**src/design/rdf_pkg.sv**
```systemverilog
// Shared types, codes and the CRC-8 step for the register datagram framer.
// No dependencies; every other design file imports this package.
package rdf_pkg;

    localparam logic [1:0] CMD_WRITE = 2'd0;
    localparam logic [1:0] CMD_READ  = 2'd1;
    localparam logic [1:0] CMD_RX    = 2'd2;

    localparam logic [1:0] KIND_TX     = 2'd0;
    localparam logic [1:0] KIND_REPLY  = 2'd1;
    localparam logic [1:0] KIND_REJECT = 2'd2;

    localparam logic [7:0] SYNC_BYTE  = 8'h05;
    localparam logic [7:0] CRC_POLY   = 8'h07;
    localparam logic [7:0] WRITE_FLAG = 8'h80;

    localparam logic [3:0] WRITE_LEN   = 4'd8;
    localparam logic [3:0] READ_LEN    = 4'd4;
    localparam logic [3:0] REPLY_LAST  = 4'd7;
    localparam logic [3:0] REPLY_DATA0 = 4'd3;
    localparam logic [2:0] WRITE_LAST_IDX = 3'd7;
    localparam logic [2:0] READ_LAST_IDX  = 3'd3;

    typedef struct packed {
        logic [1:0]  command;
        logic [7:0]  node_address;
        logic [7:0]  register_index;
        logic [31:0] write_value;
        logic [7:0]  line_byte;
    } in_item_t;

    typedef struct packed {
        logic [1:0]  kind;
        logic [7:0]  tx_byte;
        logic        last;
        logic [31:0] reply_value;
        logic        crc_ok;
    } out_item_t;

    // Work handed from front to back: a datagram, a reply or a reject.
    typedef struct packed {
        logic [1:0]  kind;
        logic        is_write;
        logic [7:0]  node_address;
        logic [7:0]  register_index;
        logic [31:0] value;
        logic        crc_ok;
    } job_t;

    // One byte into the CRC, LSB first.
    function automatic logic [7:0] crc_feed(input logic [7:0] crc, input logic [7:0] data);
        logic [7:0] c;
        c = crc;
        for (int i = 0; i < 8; i++) begin
            if (c[7] ^ data[i]) begin
                c = {c[6:0], 1'b0} ^ CRC_POLY;
            end else begin
                c = {c[6:0], 1'b0};
            end
        end
        return c;
    endfunction

endpackage

```
**src/design/rdf_front.sv**
```systemverilog
// Front end: accepts input beats, checks requests, tracks echo and reply gathering.
// Depends on rdf_pkg.
module rdf_front (
    input  logic             clk,
    input  logic             rst_n,
    input  logic             push,
    input  logic             q_full,
    input  rdf_pkg::in_item_t request,
    output logic             full,
    output logic             job_push,
    output rdf_pkg::job_t    job
);
    import rdf_pkg::*;

    logic [3:0]  echo_left_reg, echo_left_next;
    logic        awaiting_reg, awaiting_next;
    logic [3:0]  count_reg, count_next;
    logic [7:0]  crc_reg, crc_next;
    logic [31:0] shift_reg, shift_next;

    logic accept;
    logic is_req;
    logic bad_req;

    assign full   = q_full;
    assign accept = push && !q_full;
    assign is_req = (request.command == CMD_WRITE) || (request.command == CMD_READ);
    assign bad_req = (request.node_address[7:2] != 6'd0) || request.register_index[7];

    always_comb
    begin
        echo_left_next = echo_left_reg;
        awaiting_next  = awaiting_reg;
        count_next     = count_reg;
        crc_next       = crc_reg;
        shift_next     = shift_reg;
        job_push       = 1'b0;
        job            = '0;
        if (accept) begin
            if (is_req) begin
                job_push = 1'b1;
                if (bad_req) begin
                    job.kind = KIND_REJECT;
                end else begin
                    job.kind           = KIND_TX;
                    job.is_write       = (request.command == CMD_WRITE);
                    job.node_address   = request.node_address;
                    job.register_index = request.register_index;
                    job.value          = request.write_value;
                    echo_left_next = (request.command == CMD_WRITE) ? WRITE_LEN : READ_LEN;
                    awaiting_next  = (request.command == CMD_READ);
                    count_next     = '0;
                    crc_next       = '0;
                    shift_next     = '0;
                end
            end else if (request.command == CMD_RX) begin
                if (echo_left_reg != 4'd0) begin
                    echo_left_next = echo_left_reg - 4'd1;
                end else if (awaiting_reg) begin
                    if (count_reg < REPLY_LAST) begin
                        crc_next   = crc_feed(crc_reg, request.line_byte);
                        count_next = count_reg + 4'd1;
                        if (count_reg >= REPLY_DATA0) begin
                            shift_next = {shift_reg[23:0], request.line_byte};
                        end
                    end else begin
                        job_push      = 1'b1;
                        job.kind      = KIND_REPLY;
                        job.value     = shift_reg;
                        job.crc_ok    = (request.line_byte == crc_reg);
                        awaiting_next = 1'b0;
                        count_next    = '0;
                        crc_next      = '0;
                        shift_next    = '0;
                    end
                end
            end
        end
    end

    always_ff @(posedge clk or negedge rst_n)
    begin
        if (!rst_n) begin
            echo_left_reg <= '0;
            awaiting_reg  <= 1'b0;
            count_reg     <= '0;
            crc_reg       <= '0;
            shift_reg     <= '0;
        end else begin
            echo_left_reg <= echo_left_next;
            awaiting_reg  <= awaiting_next;
            count_reg     <= count_next;
            crc_reg       <= crc_next;
            shift_reg     <= shift_next;
        end
    end

`ifndef SYNTHESIS
    a_count_idle: assert property (@(posedge clk) disable iff (!rst_n)
        !awaiting_reg |-> (count_reg == 4'd0))
        else $error("reply count nonzero while no reply pending");
    a_count_range: assert property (@(posedge clk) disable iff (!rst_n)
        count_reg <= REPLY_LAST)
        else $error("reply count overran");
    a_no_job_when_full: assert property (@(posedge clk) disable iff (!rst_n)
        q_full |-> !job_push)
        else $error("job issued into full queue");
`endif
endmodule

```
**src/design/rdf_fifo.sv**
```systemverilog
// Two-entry job queue between front and back.
// Depends on rdf_pkg.
module rdf_fifo (
    input  logic          clk,
    input  logic          rst_n,
    input  logic          push,
    input  rdf_pkg::job_t wdata,
    input  logic          pop,
    output rdf_pkg::job_t rdata,
    output logic          full,
    output logic          empty
);
    import rdf_pkg::*;

    job_t       mem_reg [2];
    logic       wr_ptr_reg;
    logic       rd_ptr_reg;
    logic [1:0] count_reg, count_next;
    logic       do_push, do_pop;

    assign full    = (count_reg == 2'd2);
    assign empty   = (count_reg == 2'd0);
    assign do_push = push && !full;
    assign do_pop  = pop && !empty;
    assign rdata   = mem_reg[rd_ptr_reg];

    always_comb
    begin
        count_next = count_reg;
        if (do_push && !do_pop) begin
            count_next = count_reg + 2'd1;
        end else if (do_pop && !do_push) begin
            count_next = count_reg - 2'd1;
        end
    end

    always_ff @(posedge clk)
    begin
        if (do_push) begin
            mem_reg[wr_ptr_reg] <= wdata;
        end
    end

    always_ff @(posedge clk or negedge rst_n)
    begin
        if (!rst_n) begin
            wr_ptr_reg <= 1'b0;
            rd_ptr_reg <= 1'b0;
            count_reg  <= '0;
        end else begin
            count_reg <= count_next;
            if (do_push) begin
                wr_ptr_reg <= !wr_ptr_reg;
            end
            if (do_pop) begin
                rd_ptr_reg <= !rd_ptr_reg;
            end
        end
    end

`ifndef SYNTHESIS
    a_count_max: assert property (@(posedge clk) disable iff (!rst_n)
        count_reg <= 2'd2)
        else $error("queue count out of range");
    a_ptr_match: assert property (@(posedge clk) disable iff (!rst_n)
        ((count_reg == 2'd0) || (count_reg == 2'd2)) |-> (wr_ptr_reg == rd_ptr_reg))
        else $error("queue pointers disagree with count");
    a_push_full: assert property (@(posedge clk) disable iff (!rst_n)
        full |-> !push)
        else $error("push into full queue");
`endif
endmodule

```
**src/design/rdf_back.sv**
```systemverilog
// Back end: expands jobs into result beats, builds datagram CRC, holds output register.
// Depends on rdf_pkg.
module rdf_back (
    input  logic               clk,
    input  logic               rst_n,
    input  rdf_pkg::job_t      job,
    input  logic               q_empty,
    output logic               q_pop,
    input  logic               pop,
    output logic               empty,
    output rdf_pkg::out_item_t result
);
    import rdf_pkg::*;

    job_t      job_reg;
    logic      active_reg, active_next;
    logic [2:0] idx_reg, idx_next;
    logic [7:0] crc_reg, crc_next;
    logic      out_valid_reg;
    out_item_t out_reg;

    logic      out_free;
    logic      beat_go;
    logic      beat_last;
    logic [2:0] last_idx;
    logic [7:0] frame_byte;
    out_item_t beat;

    assign out_free = !out_valid_reg || pop;
    assign beat_go  = active_reg && out_free;
    assign last_idx = job_reg.is_write ? WRITE_LAST_IDX : READ_LAST_IDX;
    assign beat_last = (job_reg.kind != KIND_TX) || (idx_reg == last_idx);
    assign q_pop    = !q_empty && (!active_reg || (beat_go && beat_last));

    always_comb
    begin
        frame_byte = crc_reg;
        if (idx_reg != last_idx) begin
            case (idx_reg)
                3'd0: frame_byte = SYNC_BYTE;
                3'd1: frame_byte = job_reg.node_address;
                3'd2: frame_byte = job_reg.register_index
                                   | (job_reg.is_write ? WRITE_FLAG : 8'h00);
                3'd3: frame_byte = job_reg.value[31:24];
                3'd4: frame_byte = job_reg.value[23:16];
                3'd5: frame_byte = job_reg.value[15:8];
                3'd6: frame_byte = job_reg.value[7:0];
                default: frame_byte = crc_reg;
            endcase
        end
    end

    always_comb
    begin
        beat      = '0;
        beat.kind = job_reg.kind;
        beat.last = beat_last;
        if (job_reg.kind == KIND_TX) begin
            beat.tx_byte = frame_byte;
        end else if (job_reg.kind == KIND_REPLY) begin
            beat.reply_value = job_reg.value;
            beat.crc_ok      = job_reg.crc_ok;
        end
    end

    always_comb
    begin
        active_next = active_reg;
        idx_next    = idx_reg;
        crc_next    = crc_reg;
        if (q_pop) begin
            active_next = 1'b1;
            idx_next    = '0;
            crc_next    = '0;
        end else if (beat_go) begin
            if (beat_last) begin
                active_next = 1'b0;
            end
            idx_next = idx_reg + 3'd1;
            crc_next = crc_feed(crc_reg, frame_byte);
        end
    end

    always_ff @(posedge clk)
    begin
        if (q_pop) begin
            job_reg <= job;
        end
        if (beat_go) begin
            out_reg <= beat;
        end
    end

    always_ff @(posedge clk or negedge rst_n)
    begin
        if (!rst_n) begin
            active_reg    <= 1'b0;
            idx_reg       <= '0;
            crc_reg       <= '0;
            out_valid_reg <= 1'b0;
        end else begin
            active_reg <= active_next;
            idx_reg    <= idx_next;
            crc_reg    <= crc_next;
            if (beat_go) begin
                out_valid_reg <= 1'b1;
            end else if (pop) begin
                out_valid_reg <= 1'b0;
            end
        end
    end

    assign empty  = !out_valid_reg;
    assign result = out_reg;

`ifndef SYNTHESIS
    a_idx_range: assert property (@(posedge clk) disable iff (!rst_n)
        (active_reg && (job_reg.kind == KIND_TX)) |-> (idx_reg <= last_idx))
        else $error("datagram index past frame end");
    a_single_last: assert property (@(posedge clk) disable iff (!rst_n)
        (out_valid_reg && (out_reg.kind != KIND_TX)) |-> out_reg.last)
        else $error("reply or reject beat without last");
    a_tx_clean: assert property (@(posedge clk) disable iff (!rst_n)
        (out_valid_reg && (out_reg.kind == KIND_TX))
            |-> ((out_reg.reply_value == 32'd0) && !out_reg.crc_ok))
        else $error("transmit beat carries reply fields");
`endif
endmodule

```
**src/design/register_datagram_framer_crc8.sv**
```systemverilog
// Top level of the register datagram framer: front end, job queue, back end.
// Depends on rdf_pkg, rdf_front, rdf_fifo, rdf_back.
//
//  channel   handshake        payload              beats
//  request   push / full      rdf_pkg::in_item_t   one per command or line byte
//  result    pop / empty      rdf_pkg::out_item_t  8 per write, 4 per read, 1 per reject or reply
//
// A request beat is taken every cycle while the two-entry job queue has room.
// The back end emits one result beat per cycle while the output register is free, so a write yields 8 beats, a read 4.
// Reply, reject and line bytes are classified combinationally by the front end.
// Reset clears all control state; there is no clearing pass.
// A stalled result holds in the output register; the queue absorbs front-end beats.
module register_datagram_framer_crc8 (
    input  logic               clk,
    input  logic               rst_n,
    input  logic               push,
    output logic               full,
    input  rdf_pkg::in_item_t  request,
    output logic               empty,
    input  logic               pop,
    output rdf_pkg::out_item_t result
);
    import rdf_pkg::*;

    job_t front_job;
    job_t q_job;
    logic job_push;
    logic q_full;
    logic q_empty;
    logic q_pop;

    rdf_front u_front (
        .clk      (clk),
        .rst_n    (rst_n),
        .push     (push),
        .q_full   (q_full),
        .request  (request),
        .full     (full),
        .job_push (job_push),
        .job      (front_job)
    );

    rdf_fifo u_fifo (
        .clk   (clk),
        .rst_n (rst_n),
        .push  (job_push),
        .wdata (front_job),
        .pop   (q_pop),
        .rdata (q_job),
        .full  (q_full),
        .empty (q_empty)
    );

    rdf_back u_back (
        .clk     (clk),
        .rst_n   (rst_n),
        .job     (q_job),
        .q_empty (q_empty),
        .q_pop   (q_pop),
        .pop     (pop),
        .empty   (empty),
        .result  (result)
    );

endmodule

```
**config.mk**
```make
export PLATFORM = sky130hd
export DESIGN_NAME = register_datagram_framer_crc8
export DESIGN_NICKNAME = d
export VERILOG_FILES = /design/src/design/rdf_pkg.sv /design/src/design/rdf_front.sv /design/src/design/rdf_fifo.sv /design/src/design/rdf_back.sv /design/src/design/register_datagram_framer_crc8.sv
export SDC_FILE = /design/constraint.sdc
export NUM_CORES = 1
export LEC_CHECK = 0
export ABC_AREA = 1
export BUFFER_PORTS_ARGS = -buffer_cell sky130_fd_sc_hd__buf_2
export CAP_MARGIN = 20
export CORE_MARGIN = 2
export CORE_UTILIZATION = 60
export DETAILED_ROUTE_END_ITERATION = 8
export HOLD_SLACK_MARGIN = 0.1
export PLACE_DENSITY = 0.92
export SYNTH_ARGS = -nofsm -noshare
export SYNTH_HDL_FRONTEND = slang
export SYNTH_HIERARCHICAL = 1
export SYNTH_SLANG_ARGS = --single-unit
export TNS_END_PERCENT = 10
```
**constraint.sdc**
```tcl
create_clock -name clk -period 13 [get_ports clk]
set_input_delay 1.3 -clock clk [delete_from_list [all_inputs] [get_ports clk]]
set_output_delay 1.3 -clock clk [all_outputs]
set_load 0.02 [all_outputs]
```
==> metrics.txt <==
first-pass GRT wire length=41000 um; hold crit path type=flip-flop to flip-flop; TNS Setup=0 ps; number of I/O pins=108; Max-cap violations=0; Die ar.=between 20000 and 25000 um2; cell count after synthesis=1207; Yosys warnings=6; routed len/inst=16.0 um; final worst path period share=0.283; #FFs+latches synth=roughly 270; register area=7660 um2; Leak=between 6 and 7 nW; clk_skew=11.8 ps; VDD IR max=111 uV; GRT Max-Usage Layer=met2; post-synth design cell area=11900 um2; Placer Congestion=~0.95; clock sink count=266; Port Buffers=107; synth-to-layout area growth=12.8%; CTS resizes=0; FILL cells=1350; Global Route Usage Sum=0.239; Post-CTS Hold Buffers=0; Die H=145 um; first-pass detailed-route iteration total=6; crit path time final=3680 ps; Worst slew margin=0.315; antenna diode count=0; layout cells sized above 1=0.148; Final HPWL DP=16800 um; vias in the first global route=8261; Core Region=19500 um2; met3 Usage GRT=0.0321; total setup buffers inserted after CTS=0; most common cell after layout, fill and taps aside=nand2_1; number of synthesized flops with an enable pin=200; initial antenna violation count=0; clk root buf=clkbuf_16; Initial Util=0.612; gr ovfl total=0; Sw Ratio=0.383; combinational power share=0.356; register share of total power=0.420; worst-margin pin slew=roughly 1000 ps; CTS max path bufs=3; endpoint class of the critical path=flip-flop; number of CTS-inserted buffers=26; synth unique cells=34; met1 Track Usage GR=0.316; # rows=51; RSZ-0062 raised after global routing=no; Placed Cells=1546; status=complete, no violations; sw power=0.00124 W; Power per Cell Area=241 nW/um2; CP Max Fanout=41; Layout Nets=~1.4k; Finish-stage setup viols=0; vias per cell=5.42; non-filler instance count after layout=about 1.6k; drt total wl=25500 um; fin. max-slew vios=0; max reg flops=between 100 and 150; DRC Markers=0; number of H-tree levels=1; CTS clk-pin slew, worst paths=about 60 ps; register area share after synthesis=0.641; post-route ant nets=0; Die X=145 um; CTS tree=built; via count=8653; Skew-Pair Late Insertion Delay=520 ps; Post-synth ARST share=0.248; syn avg cell area=9.90 um2; Post-synth top flop=edfxtp_1; Clk network pwr share=0.224; Int Power=0.00200 W; area of the multi-input gates=between 3000 and 4000 um2; largest net degree at the start of global routing=67; WP data required=~13000 ps; Arr. time, crit path=3860 ps; GR Layer Usage met2=0.415; Critical Path Start Type=primary input; Initial DRC Count=899; Crit Path Class=primary input to flip-flop; final hold vios=0; most frequent cells in the layout=nand2_1 (405), edfxtp_1 (200), inv_1 (134); max frequency=0.272 GHz
[per-layer routing]
metal,up-vias,share of wire,wire length (um)
met2,452,0.51,12900
li1,4108,-,-
met3,56,0.079,2020
met4,0,0.026,662
met1,4037,0.39,9890
met5,-,0,0
[worst max-delay path: stages]
cell     delay (ps)
buf_2           540
nand2_1         220
nor3_4          300
inv_1           120
o21ai_0         130
o21ai_1         180
nor2_4          570
buf_4           470
[cells in the mapped netlist (7+ instances only)]
| cell type | count | area share |
|---|---|---|
| buf_2 | 10 | 0.0042 |
| buf_4 | 15 | 0.0094 |
| buf_6 | 7 | 0.0066 |
| clkbuf_1 | 14 | 0.0044 |
| dfrtp_1 | 66 | 0.14 |
| edfxtp_1 | 200 | 0.50 |
| ha_1 | 9 | 0.0094 |
| inv_1 | 135 | 0.042 |
| inv_2 | 8 | 0.0025 |
| nand2_1 | 405 | 0.13 |
| nand2_2 | 9 | 0.0047 |
| nand3_1 | 121 | 0.051 |
| nor2_1 | 72 | 0.023 |
| o21ai_0 | 54 | 0.023 |
| o21ai_1 | 8 | 0.0034 |
| o22ai_1 | 8 | 0.0042 |
| xnor2_1 | 11 | 0.0081 |
| xor2_1 | 14 | 0.010 |
[through the flow]
stage	hold WS, ps	cell area [um2]	util	power, W	setup WS [ps]
3_5_place_dp	466	12600	0.646	0.00250	8080
6_report	491	13500	0.690	0.00325	9320
3_3_place_gp	454	12600	0.646	0.00244	8160
2_1_floorplan	443	12000	-	0.00221	8080
5_1_grt	495	13500	0.690	0.00345	9130
4_1_cts	482	13400	0.688	0.00324	8620
[path summary, 6_finish.rpt]
| kind | cells after the start | start | endpoint | slack (ps) |
|---|---|---|---|---|
| worst max-delay path | 8 | request[57] | u_fifo/mem_reg[1][4] | 9320 |
| worst min-delay path | 2 | u_front/shift_reg[24] | u_front/shift_reg[24] | 490 |
| worst max register to register | 11 | u_front/echo_left_reg[0] | u_fifo/mem_reg[1][4] | 9920 |
| worst min register to register | 2 | u_front/shift_reg[24] | u_front/shift_reg[24] | 490 |
| max in group asynchronous | 2 | rst_n | u_front/shift_reg[25] | 11410 |
| min in group asynchronous | 2 | rst_n | u_back/crc_reg[3] | 960 |
[cells by family (layout without fill, tap and decap cells)]
logic type      Yosys count  in the layout  share of synthesized area
simple gates            640            640                      0.228
flops                   266            266                      0.641
buf+inv                 192            310                     0.0711
compound gates           74             74                     0.0321
xor+xnor                 25             25                     0.0183
fa+ha+maj                 9              9                    0.00943
other cells               1              7                   0.000314
[area by class of cell]
type                            instances  share of cell area
Inverter                              146              0.0412
Timing Repair Buffer                  116              0.0462
Multi-Input combinational cell        755               0.258
Clock buffer                           33              0.0518
Clock inverter                         15             0.00956
Tap cell                              265              0.0246
Sequential cell                       266               0.568
[power by group through the flow]
stage | Combinational [W] | Sequential, W | Clock (W)
after floorplan | 0.000779 | 0.00143 | 0
after global placement | 0.00108 | 0.00136 | 0
after detailed placement | 0.00113 | 0.00137 | 0
after CTS | 0.00114 | 0.00136 | 0.000733
after global routing | 0.00129 | 0.00139 | 0.000769
final | 0.00116 | 0.00136 | 0.000726
(Power assumes the default switching activity.)
